[src/design/sparse_row_relaxation_smoother_core_macros.svh]
// assertion helpers for the smoother core
`ifndef SPARSE_ROW_RELAXATION_SMOOTHER_CORE_MACROS_SVH
`define SPARSE_ROW_RELAXATION_SMOOTHER_CORE_MACROS_SVH

// same-cycle implication, held off while reset is asserted
`define SRRS_ASSERT_IMP(label, clk, rst_n, ante, cons) \
    label: assert property (@(posedge clk) disable iff (!(rst_n)) (ante) |-> (cons)) \
        else $error("srrs assertion failed");

// next-cycle implication, held off while reset is asserted
`define SRRS_ASSERT_NEXT(label, clk, rst_n, ante, cons) \
    label: assert property (@(posedge clk) disable iff (!(rst_n)) (ante) |=> (cons)) \
        else $error("srrs assertion failed");

`endif

[src/design/srrs_pkg.sv]
package srrs_pkg;

    typedef enum logic [1:0] {
        OP_WRITE = 2'd0,
        OP_NZ    = 2'd1,
        OP_READ  = 2'd2
    } t_op;

    typedef enum logic [1:0] {
        ST_OK        = 2'd0,
        ST_ZERO_DIAG = 2'd1,
        ST_SAT       = 2'd2
    } t_status;

    localparam logic CFG_MODE    = 1'b0;
    localparam logic CFG_DAMPING = 1'b1;

    localparam logic        MODE_RESET    = 1'b1;
    localparam logic [16:0] DAMPING_RESET = 17'd52429;   // 0.8 in q16.16

    typedef struct packed {
        logic [1:0]         op;
        logic [11:0]        index;
        logic [11:0]        row;
        logic signed [31:0] value;
        logic signed [31:0] rhs;
        logic               last;
    } t_in_item;

    typedef struct packed {
        logic [11:0]        out_row;
        logic signed [31:0] new_value;
        t_status            status;
    } t_out_item;

endpackage

[src/design/srrs_div.sv]
module srrs_div import srrs_pkg::*; (
    input  logic         i_clk,
    input  logic         i_rst_n,
    input  logic         i_start,
    input  logic [127:0] i_num,
    input  logic [63:0]  i_den,
    output logic         o_done,
    output logic [127:0] o_quot
);

    logic         r_busy;
    logic         r_done;
    logic [6:0]   r_cnt;
    logic [127:0] r_num;
    logic [63:0]  r_rem;
    logic [63:0]  r_den;

    logic [64:0]  w_sh;
    logic         w_take;

    // restoring step: shift in one numerator bit, subtract when it fits
    always_comb begin
        w_sh   = {r_rem, r_num[127]};
        w_take = (w_sh >= {1'b0, r_den});
    end

    always_ff @(posedge i_clk) begin
        if (!i_rst_n) begin
            r_busy <= 1'b0;
            r_done <= 1'b0;
            r_cnt  <= '0;
        end else begin
            r_done <= 1'b0;
            if (i_start) begin
                r_busy <= 1'b1;
                r_cnt  <= '0;
                r_num  <= i_num;
                r_rem  <= '0;
                r_den  <= i_den;
            end else if (r_busy) begin
                r_rem  <= w_take ? 64'(w_sh - {1'b0, r_den}) : w_sh[63:0];
                r_num  <= {r_num[126:0], w_take};
                r_cnt  <= r_cnt + 7'd1;
                if (r_cnt == 7'd127) begin
                    r_busy <= 1'b0;
                    r_done <= 1'b1;
                end
            end
        end
    end

    assign o_done = r_done;
    assign o_quot = r_num;

endmodule

[config.mk]
export PLATFORM = sky130hd
export DESIGN_NAME = srrs_div
export DESIGN_NICKNAME = d
export VERILOG_FILES = /design/src/design/sparse_row_relaxation_smoother_core_macros.svh /design/src/design/srrs_pkg.sv /design/src/design/srrs_div.sv
export SDC_FILE = /design/constraint.sdc
export NUM_CORES = 1
export LEC_CHECK = 0
export ABC_AREA = 1
export BUFFER_PORTS_ARGS = -buffer_cell sky130_fd_sc_hd__buf_2
export CAP_MARGIN = 20
export CORE_MARGIN = 2
export CORE_UTILIZATION = 25
export CTS_CLUSTER_DIAMETER = 100
export DETAILED_ROUTE_END_ITERATION = 16
export PLACE_DENSITY = 0.43
export SYNTH_ARGS = -nofsm -noshare
export SYNTH_HDL_FRONTEND = slang
export SYNTH_SLANG_ARGS = --single-unit
[constraint.sdc]
create_clock -name i_clk -period 12.9 [get_ports i_clk]
set_input_delay 1.29 -clock i_clk [delete_from_list [all_inputs] [get_ports i_clk]]
set_output_delay 1.29 -clock i_clk [all_outputs]
set_load 0.01 [all_outputs]
[After elaboration in Yosys (flattened, before gate mapping)]
Cells that the tools add are included.
Operators by class
  reductions and logical operators: 5
  order comparisons: 1
  eq/ne operators: 1
  bitwise gates (word level): 2
  mux-type cells: 8
  $add $sub $neg: 2
Operators with widths (number)
  two-way mux 128 bit: 2
  two-way mux 64 bit: 2
  greater-or-equal comparator 65 x 64 -> 1 bit: 1
  subtractor 64 bit: 1
  adder 7 x 1 -> 7 bit (second input constant): 1
  == test 7 bit (second input constant): 1
  two-way mux 1 bit: 4
  AND reduction 2 bit: 2
  OR reduction 3 bit: 1
  inverter 1 bit: 2
  nonzero test 2 bit: 1
  OR reduction 2 bit: 1
Storage, ports and cells
  flip-flop bits (word level): 265
  logic and storage cells: 25
  output and inout port bits: 129

[Logic depth before layout (Yosys ltp)]
Gate-level depths: netlist of the first run.
  depth in word-level cells: 4
  depth in mapped cells: 20

[Least setup slack after synthesis of the first run]
Ideal clock, no wire load.
  path kind: input-to-reg
  start point: in i_rst_n
  end point: reg r_num[0] (netlist: o_quot[0]) (enable)
  stages: 2
  arrival time: 5.502 ns
  library setup time: 0.561 ns
  setup slack: 6.837 ns
  path through: nand2_1 > nand2_1
Between the ends
  word-level cells in the longest chain between the ends: 1
RTL lines
  start, declared: line srrs_div.sv:3  | input logic i_rst_n,
  AND reduction 2 bit (no source line)
  end signal, assigned: line srrs_div.sv:37  | r_num <= i_num;
  end signal, assigned: line srrs_div.sv:42  | r_num <= {r_num[126:0], w_take};
  end, declared: line srrs_div.sv:14  | logic [127:0] r_num;
Every way passes these cells.
A chain may end at the register's enable or synchronous reset.

[Final worst setup path of the first run]
  start point: reg r_rem[6]
  end point: reg r_rem[30], data pin
Between the ends
  word-level cells in the longest chain between the ends: 3
RTL lines
  start, declared: line srrs_div.sv:15  | logic [63:0] r_rem;
  start signal, assigned: line srrs_div.sv:41  | r_rem <= w_take ? 64'(w_sh - {1'b0, r_den}) : w_sh[63:0];
  subtractor 64 bit / greater-or-equal comparator 65 x 64 -> 1 bit (equally long branches): line srrs_div.sv:41, srrs_div.sv:24
  two-way mux 64 bit (*): line srrs_div.sv:41
  two-way mux 64 bit (*): line srrs_div.sv:40  | end else if (r_busy) begin
Every way passes the cells marked *; elsewhere a longest branch is shown, timed or not. The select of a mux whose other input is x is not followed.

==> results of run 1 <==
[synthesized netlist by cell type, types with 2 or more instances]
cell,number,share of area (%)
nand2_1,1140,24
inv_1,428,9.2
edfxtp_1,256,44
nor2_1,207,4.4
ha_1,65,4.6
nand3_1,58,1.7
nand3b_1,55,2.4
a21oi_1,45,1.3
nor2_2,37,1.3
clkbuf_1,33,0.71
xor2_1,30,1.5
nor3_1,12,0.34
buf_2,11,0.31
inv_2,10,0.21
nand4_1,10,0.36
dfxtp_1,9,1.0
buf_6,5,0.32
nand2_2,5,0.18
o21ai_0,5,0.14
and2_1,3,0.11
buf_8,3,0.26
nor2_4,3,0.19
buf_1,2,0.043
nand2_4,2,0.13
nor4_1,2,0.072
xnor2_1,2,0.10
[stage by stage]
| step | utilization (%) | setup slack (ps) | std cells |
|---|---|---|---|
| final | 30.9 | 8930 | 3722 |
| after global routing | 30.9 | 8470 | 3721 |
| after CTS | 30.9 | 8800 | 3721 |
| after global placement | 29.1 | 8820 | 3657 |
| after floorplan | - | 6840 | 2450 |
| after detailed placement | 29.1 | 8730 | 3657 |
[area by class of cell]
cell class / count / share of cell area [%]
tap: 931 / 5.47
inverter: 439 / 7.77
antenna: 1 / 0.0118
sequential: 265 / 37.0
timing repair buffer: 330 / 7.85
clock inverter: 22 / 1.39
multi-input combinational: 1692 / 36.2
clock buffer: 42 / 4.38
[state kept, by name, indices dropped and copies added (netlist names)]
register,flops
o_done,1
o_quot,128
r_busy,1
r_cnt,7
r_den,64
r_rem,64
[cell families (layout without fill, tap and decap cells)]
logic type                 Yosys count  after routing  synth area share [%]
and+or+nand+nor                   1540           1540                  36.0
buffers and inverters              493            833                  11.1
DFF                                265            265                  45.0
adders and majority gates           66             66                  4.76
AOI/OAI and AO/OA                   53             53                  1.57
xor gates and xnor gates            32             32                  1.60
muxes                                1              1                0.0572
other                                0              1                     0
[worst max-delay path, cell delays in order (launching register included)]
cell and delay, ps:
edfxtp_1 380, ha_1 360, nand2_1 150, inv_1 50
nand2_1 60, nand2_1 90, inv_2 70, nand3_2 120
nand2_1 100, nand2_2 90, nand2_2 90, nand2_2 70
nand2_4 450, nand2_4 430, inv_2 470, buf_4 490
nor2_2 50, nor2_1 120
[metal layers]
layer | global-route usage [%] | part of all wire (%)
met4 | 4.83 | 2.4
met2 | 28.3 | 46
met5 | 0 | 0.16
met3 | 4.12 | 6.3
met1 | 21.8 | 45
[path summary, 6_finish.rpt]
path	from	endpoint	slack (ps)	cells after the start
setup / recovery	r_rem[6]	r_rem[30]	8930	17
hold / removal	r_cnt[6]	o_done	510	2
setup reg to reg	r_rem[6]	r_rem[30]	8930	17
hold reg to reg	r_cnt[6]	o_done	510	2
[power by group through the flow]
stage	sequential, W	clock (W)	combinational [W]
after global placement	0.00112	0	0.000893
after detailed placement	0.00112	0	0.000892
after global routing	0.00111	0.00113	0.00101
after floorplan	0.00113	0	0.000591
after CTS	0.00110	0.00110	0.000895
final	0.00110	0.00106	0.000883
==> run metrics, run 1 <==
Slew HR=about a third; total track usage=roughly 17%; clock share of power=about a third; register area=~0.008 mm^2; clock skew after layout=about 22 ps; WS Path Type=reg -> reg; RSZ-0062 raised after global routing=false; gr ovfl total=0; synthesized area=0.0175 mm^2; Highest Clock Rate=between 200 and 300 MHz; Max-Cap Viols=0; Post CTS Setup Buffer Count=0; Worst Tran Pin Value=~1000 ps; drt wl/cell=around 17 um; switching share of power=34.8%; Crit path required time=~13000 ps; crit end category=register; Filler Cells Inserted=just under 8000; Vias/cell=approximately 4.2; status=finished, final reports clean; min cycle time layout=3970 ps; TritonCTS clock tree=yes; #FFs+latches synth=between 200 and 300; DP Area=around 0.02 mm^2; Flop pwr share=36.2%; Die Width=around 270 um; post-synth net total=approximately 2700; DR vias=around 16000; leakage power=~11 nW; Final Max Tran Viols=0; Clock Latency Late Sink=roughly 570 ps; Logic pwr share=between 20% and 30%; # setup viols final=0; VDD IR max=0.106 mV; clock buffer count from CTS=35; Detailed Routing Iterations Pass 1=5; WP data arrival=~4400 ps; Hold Slack=around 500 ps; Multi-input gate area=0.00770 mm^2; initial core utilization=between 20% and 30%; dpl hpwl=between 40 and 50 mm; pin count of the biggest net entering global routing=just over 100; # resized after CTS=0; core area=roughly 0.07 mm^2; register area share after synthesis=between 40 and 50%; Post-layout nets=about 3000; clk buf depth=3; GPL Wtd Cong=just over 0.9; Post-synth EDFFs=between 200 and 300; min-delay worst type=reg -> reg; commonest non-fill, non-tap cell in the layout=nand2_1; final WL=61.5 mm; Die Height=between 200 and 300 um; Syn Area/Cell=roughly 7.1 um^2; CTS clk-pin slew, worst paths=about 60 ps; Critical Path Fanout Max=50; Pint=roughly 0.0020 W; Die Area=between 0.07 and 0.08 mm^2; DRC Markers=0; final instance area=0.0213 mm^2; Routed Antenna Nets=0; ys flop type=edfxtp_1; vias in the first global route=about 16000; Net Switching=0.00106 W; Clock Sinks=between 200 and 300; Setup TNS=0 ps; Yosys warning count=0; Initial DRC Count=approximately 850; startpoint type of the worst setup path=register; clock root buffer=clkbuf_16; Synth Instances=2450; fin crit share=a little under a third; most frequent cells in the layout=1139 x nand2_1, 426 x inv_1, 322 x buf_2, 256 x edfxtp_1, 207 x nor2_1; first-pass GRT wire length=between 90 and 100 mm; initial antenna violation count=9; final hold viol count=0; Hold-fix buffers, CTS=0; io pins=324; Area Growth Syn to Fin=21.7%; layout cell share with drive strength beyond 1=between 10% and 20%; PortBufs=about 320; Cell Rows=between 90 and 100; Max H-tree Level=2; Netlist cell types=38; Power Total=roughly 0.0030 W; P per Cell Area=between 100 and 150 mW/mm^2; asr flop ratio synth=0%
(Power assumes the default switching activity.)
==> run 2: changes to the inputs <==
==> constraint.sdc (replaced) <==
create_clock -name i_clk -period 3.83 [get_ports i_clk]
set_input_delay 0.383 -clock i_clk [delete_from_list [all_inputs] [get_ports i_clk]]
set_output_delay 0.383 -clock i_clk [all_outputs]
set_load 0.01 [all_outputs]
==> run 2 against run 1 <==
Against the previous run: sequential share of layout area down 0.98 points; die area unchanged; power grew to 3.3 times the previous value; non-clock buffer count grew 67; critical path depth fell by 6; final cell count is 1.9% higher; sequential power rose to 3.4 times the previous value; register-to-register slack got worse by 8100 ps; routed wire length rose by 0.35%; critical endpoint is now r_rem[19]; largest cell class unchanged; largest power group unchanged.
==> run metrics, run 2 (same netlist as run 1, synthesis figures left out) <==
Power Total=0.00992 W; Worst Tran Pin Value=between 1000 and 1500 ps; startpoint type of the worst setup path=register; max FFs per register=~130; Filler Cells Inserted=about 7700; Die Height=between 200 and 300 um; Area Growth Syn to Fin=25.0%; # resized after CTS=0; Max H-tree Level=2; Logic pwr share=a little under a third; final hold viol count=0; initial antenna violation count=9; TritonCTS clock tree=yes; layout cell share with drive strength beyond 1=15.4%; Post-layout nets=~3000; Flop pwr share=between 30% and 40%; Crit path required time=a little over 4000 ps; Max-Cap Viols=0; dpl hpwl=48.3 mm; WP data arrival=~3400 ps; Post-Layout Cell Count=between 3000 and 4000; VDD IR max=about 0.26 mV; leakage power=11.5 nW; pin count of the biggest net entering global routing=94; Die Area=0.0721 mm^2; DP Area=around 0.02 mm^2; register area=between 0.007 and 0.008 mm^2; min cycle time layout=a little over 3000 ps; initial core utilization=25.4%; Hold Slack=approximately 29 ps; Cell Rows=96; placed insts=between 3000 and 4000; clock root buffer=clkbuf_16; DRC Markers=0; Pint=between 0.006 and 0.007 W; Clock Latency Late Sink=approximately 570 ps; final instance area=between 0.02 and 0.025 mm^2; RSZ-0062 raised after global routing=false; CTS clk-pin slew, worst paths=60 ps; Critical Path Fanout Max=47; clock share of power=a little under a third; Detailed Routing Iterations Pass 1=6; Post CTS Setup Buffer Count=0; Hold-fix buffers, CTS=63; fin crit share=~79%; total track usage=between 10% and 20%; Vias/cell=around 4.2; min-delay worst type=in -> reg; Multi-input gate area=a little under 0.008 mm^2; Net Switching=about 0.0036 W; switching share of power=a little over a third; DR vias=between 15000 and 20000; Initial DRC Count=900; Die Width=269 um; core area=0.0689 mm^2; final WL=roughly 60 mm; clock skew after layout=between 20 and 25 ps; Routed Antenna Nets=0; # setup viols final=0; status=finished, final reports clean; Highest Clock Rate=~330 MHz; gr ovfl total=0; clk buf depth=3; GPL Wtd Cong=~0.92; P per Cell Area=between 400 and 500 mW/mm^2; most frequent cells in the layout=1139 x nand2_1, 426 x inv_1, 322 x buf_2, 256 x edfxtp_1, 207 x nor2_1; drt wl/cell=between 15 and 20 um; Clock Sinks=~270; first-pass GRT wire length=about 95 mm; commonest non-fill, non-tap cell in the layout=nand2_1; io pins=~320; WS Path Type=reg -> reg; PortBufs=around 320; Slew HR=between 30% and 40%; Setup TNS=0 ps; crit end category=register; vias in the first global route=roughly 16000; clock buffer count from CTS=35; Final Max Tran Viols=0
-- run 2: cell types whose count changed in the layout (fill, tap and decap cells not counted), sizes merged --
| cell | before | now |
|---|---|---|
| clkinvlp | 0 | 1 |
| dlygate4sd3 | 0 | 63 |
| inv | 440 | 441 |
| buf | 330 | 334 |
| clkinv | 15 | 11 |
| clkbuf | 42 | 48 |
| bufinv | 6 | 1 |
| diode | 1 | 6 |
-- run 2: cell type report --
| class | count | area share [%] |
|---|---|---|
| antenna | 6 | 0.0687 |
| inverter | 439 | 7.56 |
| multi-input combinational | 1692 | 35.2 |
| sequential | 265 | 36.0 |
| clock buffer | 48 | 4.23 |
| clock inverter | 15 | 0.584 |
| tap | 931 | 5.33 |
| timing repair buffer | 397 | 11.0 |
-- run 2: routing by layer --
layer	routed length, um	part of all wire, %	global-route usage (%)	up-vias
li1	-	-	-	8215
met1	27400	44	21.7	7278
met2	29000	47	28.9	397
met3	3810	6.2	4.05	72
met4	1410	2.3	4.82	10
met5	52	0.084	0	-
-- run 2: through the flow --
step                      utilization [%]  setup slack, ps
after floorplan                         -              597
after global placement               29.3              774
after detailed placement             29.3              739
after CTS                            31.7              734
after global routing                 31.7              523
final                                31.7              789
-- run 2: worst max-delay path, stage by stage (launching register included) --
cell	delay [ps]
edfxtp_1	390
ha_1	430
nand2_1	140
nor2_2	220
nand2_1	230
nor4_4	360
nand2_4	340
nand2_4	200
inv_2	60
buf_12	180
nor2_2	130
nor2_1	60
-- run 2: power by group through the flow --
stage	registers (W)	clock network [W]	logic, W
floorplan	0.00379	0	0.00199
global placement	0.00375	0	0.00304
detailed placement	0.00375	0	0.00304
CTS	0.00371	0.00330	0.00311
global route	0.00374	0.00338	0.00348
finish	0.00370	0.00316	0.00306
-- run 2: worst paths after layout --
check	startpoint	end	slack (ps)	cells past startpoint
min reg2reg	r_cnt[6]	o_done	500	2
max	r_rem[48]	r_rem[19]	790	11
min	i_den[1]	r_den[1]	30	1
max reg2reg	r_rem[48]	r_rem[19]	790	11
==> run 3: changes to the inputs <==
==> constraint.sdc (replaced) <==
create_clock -name i_clk -period 2.9 [get_ports i_clk]
set_input_delay 0.29 -clock i_clk [delete_from_list [all_inputs] [get_ports i_clk]]
set_output_delay 0.29 -clock i_clk [all_outputs]
set_load 0.01 [all_outputs]
==> run 3 against run 2 <==
Against the previous run: power increased by 35%; sequential power grew 32%; sequential share of layout area is 2.4 points lower; fmax grew 12%; first-iteration DRC count shrank 13%; combinational power is 41% higher; utilization rose by 2.3 points; critical path depth grew 2; non-clock buffer count is 148 higher; via count rose by 2.9%; setup slack worse by 610 ps; critical path type unchanged; largest cell class unchanged; highest routed layer unchanged.
==> run metrics, run 3 (same netlist as run 1, synthesis figures left out) <==
status=finished, final reports clean; hold path startpoint=i_num[28]; worst hold endpoint=o_quot[28]; PortBufs=approximately 320; core area=a little under 0.07 mm^2; final hold viol count=0; Worst Tran Pin Value=approximately 690 ps; DR vias=approximately 16000; initial core utilization=~25%; initial antenna violation count=6; commonest non-fill, non-tap cell in the layout=nand2_1; Slew HR=between 50 and 60%; Post-Layout Cell Count=approximately 3900; GPL Wtd Cong=about 0.96; min-delay worst type=in -> reg; layout cell share with drive strength beyond 1=between 10% and 20%; Min-Delay Path Depth=3; final WL=between 60 and 70 mm; Cell Rows=96; DRC Markers=0; fin crit share=between 90% and 100%; Final Max Tran Viols=0; Max-Cap Viols=0; total track usage=~18%; Clock Latency Late Sink=580 ps; dpl hpwl=49.4 mm; gr ovfl total=0; Clock Sinks=about 270; TritonCTS clock tree=yes; crit end category=register; vias in the first global route=approximately 17000; worst r2r path cells=13; worst r2r src=o_quot[127]; Area Growth Syn to Fin=34.0%; Setup TNS=0 ps; clock root buffer=clkbuf_16; WS Path Type=reg -> reg; Die Width=roughly 270 um; clk buf depth=3; CTS clk-pin slew, worst paths=about 60 ps; Initial DRC Count=between 700 and 800; most frequent cells in the layout=1134 x nand2_1, 426 x inv_1, 322 x buf_2, 256 x edfxtp_1, 197 x nor2_1; startpoint type of the worst setup path=register; first-pass GRT wire length=around 98 mm; Vias/cell=about 4.2; Die Area=~0.072 mm^2; Highest Clock Rate=approximately 370 MHz; Filler Cells Inserted=around 7600; Routed Antenna Nets=0; Detailed Routing Iterations Pass 1=7; VDD IR max=between 0.3 and 0.4 mV; WP data arrival=a little over 3000 ps; leakage power=around 12 nW; Max H-tree Level=2; P per Cell Area=573 mW/mm^2; Critical Path Fanout Max=4; min cycle time layout=between 2000 and 3000 ps; Core Util, Final=between 30 and 40%; max FFs per register=128; Die Height=about 270 um; drt wl/cell=about 16 um; RSZ-0062 raised after global routing=false; Crit path required time=roughly 3200 ps; clock buffer count from CTS=36; reg-to-reg critical path endpoint=r_rem[50]; r2r setup slk=~180 ps; DP Area=approximately 0.020 mm^2; pin count of the biggest net entering global routing=between 100 and 150; clock skew after layout=around 14 ps; final instance area=approximately 0.023 mm^2; # setup viols final=0; placed insts=approximately 3700; io pins=324; Post-layout nets=3240
[run 3: cell types whose count changed in the layout (fill, tap and decap cells not counted), moves of 4 or more]
cell / before / now
dlygate4sd3_1: 63 / 183
buf_4: 6 / 30
nor2_1: 207 / 197
nor2_2: 37 / 45
clkbuf_1: 13 / 7
nand2_1: 1139 / 1134
nand2_2: 5 / 10
buf_12: 6 / 10
clkinv_2: 3 / 7
[run 3: worst max-delay path: stages (launching register included)]
cell and delay, ps:
edfxtp_1 360, inv_1 80, ha_1 230, fa_1 420, inv_1 130, nand3_1 80, nand3_1 250, nand2_1 90
nand2_1 210, nand3_1 240, nand3_1 160, nand2_1 70, nor2_1 100, nor2_1 50
[run 3: repair_timing]
item,CTS,global route
gates resized for setup,2,24
setup buffers,0,1
endpoints found under the hold margin,183,0
setup endpoints to repair,1,42
hold buffers,183,0
pin swaps,0,0
[run 3: where the power goes]
part	leakage (nW)	switching [W]	internal, W	total, W
Combinational	9.10	0.00275	0.00156	0.00431
Clock	0.533	0.00189	0.00234	0.00423
Sequential	2.56	0.000199	0.00470	0.00489
[run 3: stage by stage]
step	worst slack, ps	hold WS [ps]	total power [W]
floorplan	642	389	0.00762
global placement	-81.0	469	0.00908
detailed placement	-61.6	468	0.00907
CTS	33.4	0.593	0.0137
global route	19.2	3.89	0.0144
finish	182	30.6	0.0134
[run 3: worst max-delay path by stage]
stage / startpoint / to / slack (ps)
finish: o_quot[127] / r_rem[50] / 180
global route: r_rem[8] / r_rem[50] / 20
CTS: r_rem[50] / r_rem[51] / 30
detailed placement: o_quot[127] / r_rem[60] / -60
global placement: o_quot[127] / r_rem[60] / -80
floorplan: r_rem[1] / r_rem[10] / 640
[run 3: area by class of cell]
type                            count  area (um^2)  area share [%]
Sequential cell                   265         7870            33.6
Clock inverter                     21          165           0.705
Inverter                          439         1650            7.05
Tap cell                          931         1160            4.97
Clock buffer                       44          941            4.01
Multi-Input combinational cell   1692         7770            33.1
Timing Repair Buffer              545         3870            16.5
Antenna cell                        5         12.5          0.0534
[run 3: layer usage]
layer	wire length, um	up-vias	GRT usage, %
met5	27	-	0
met4	1750	4	5.63
met3	3930	72	4.18
met2	29800	420	30.0
met1	28200	7417	22.3
li1	-	8517	-
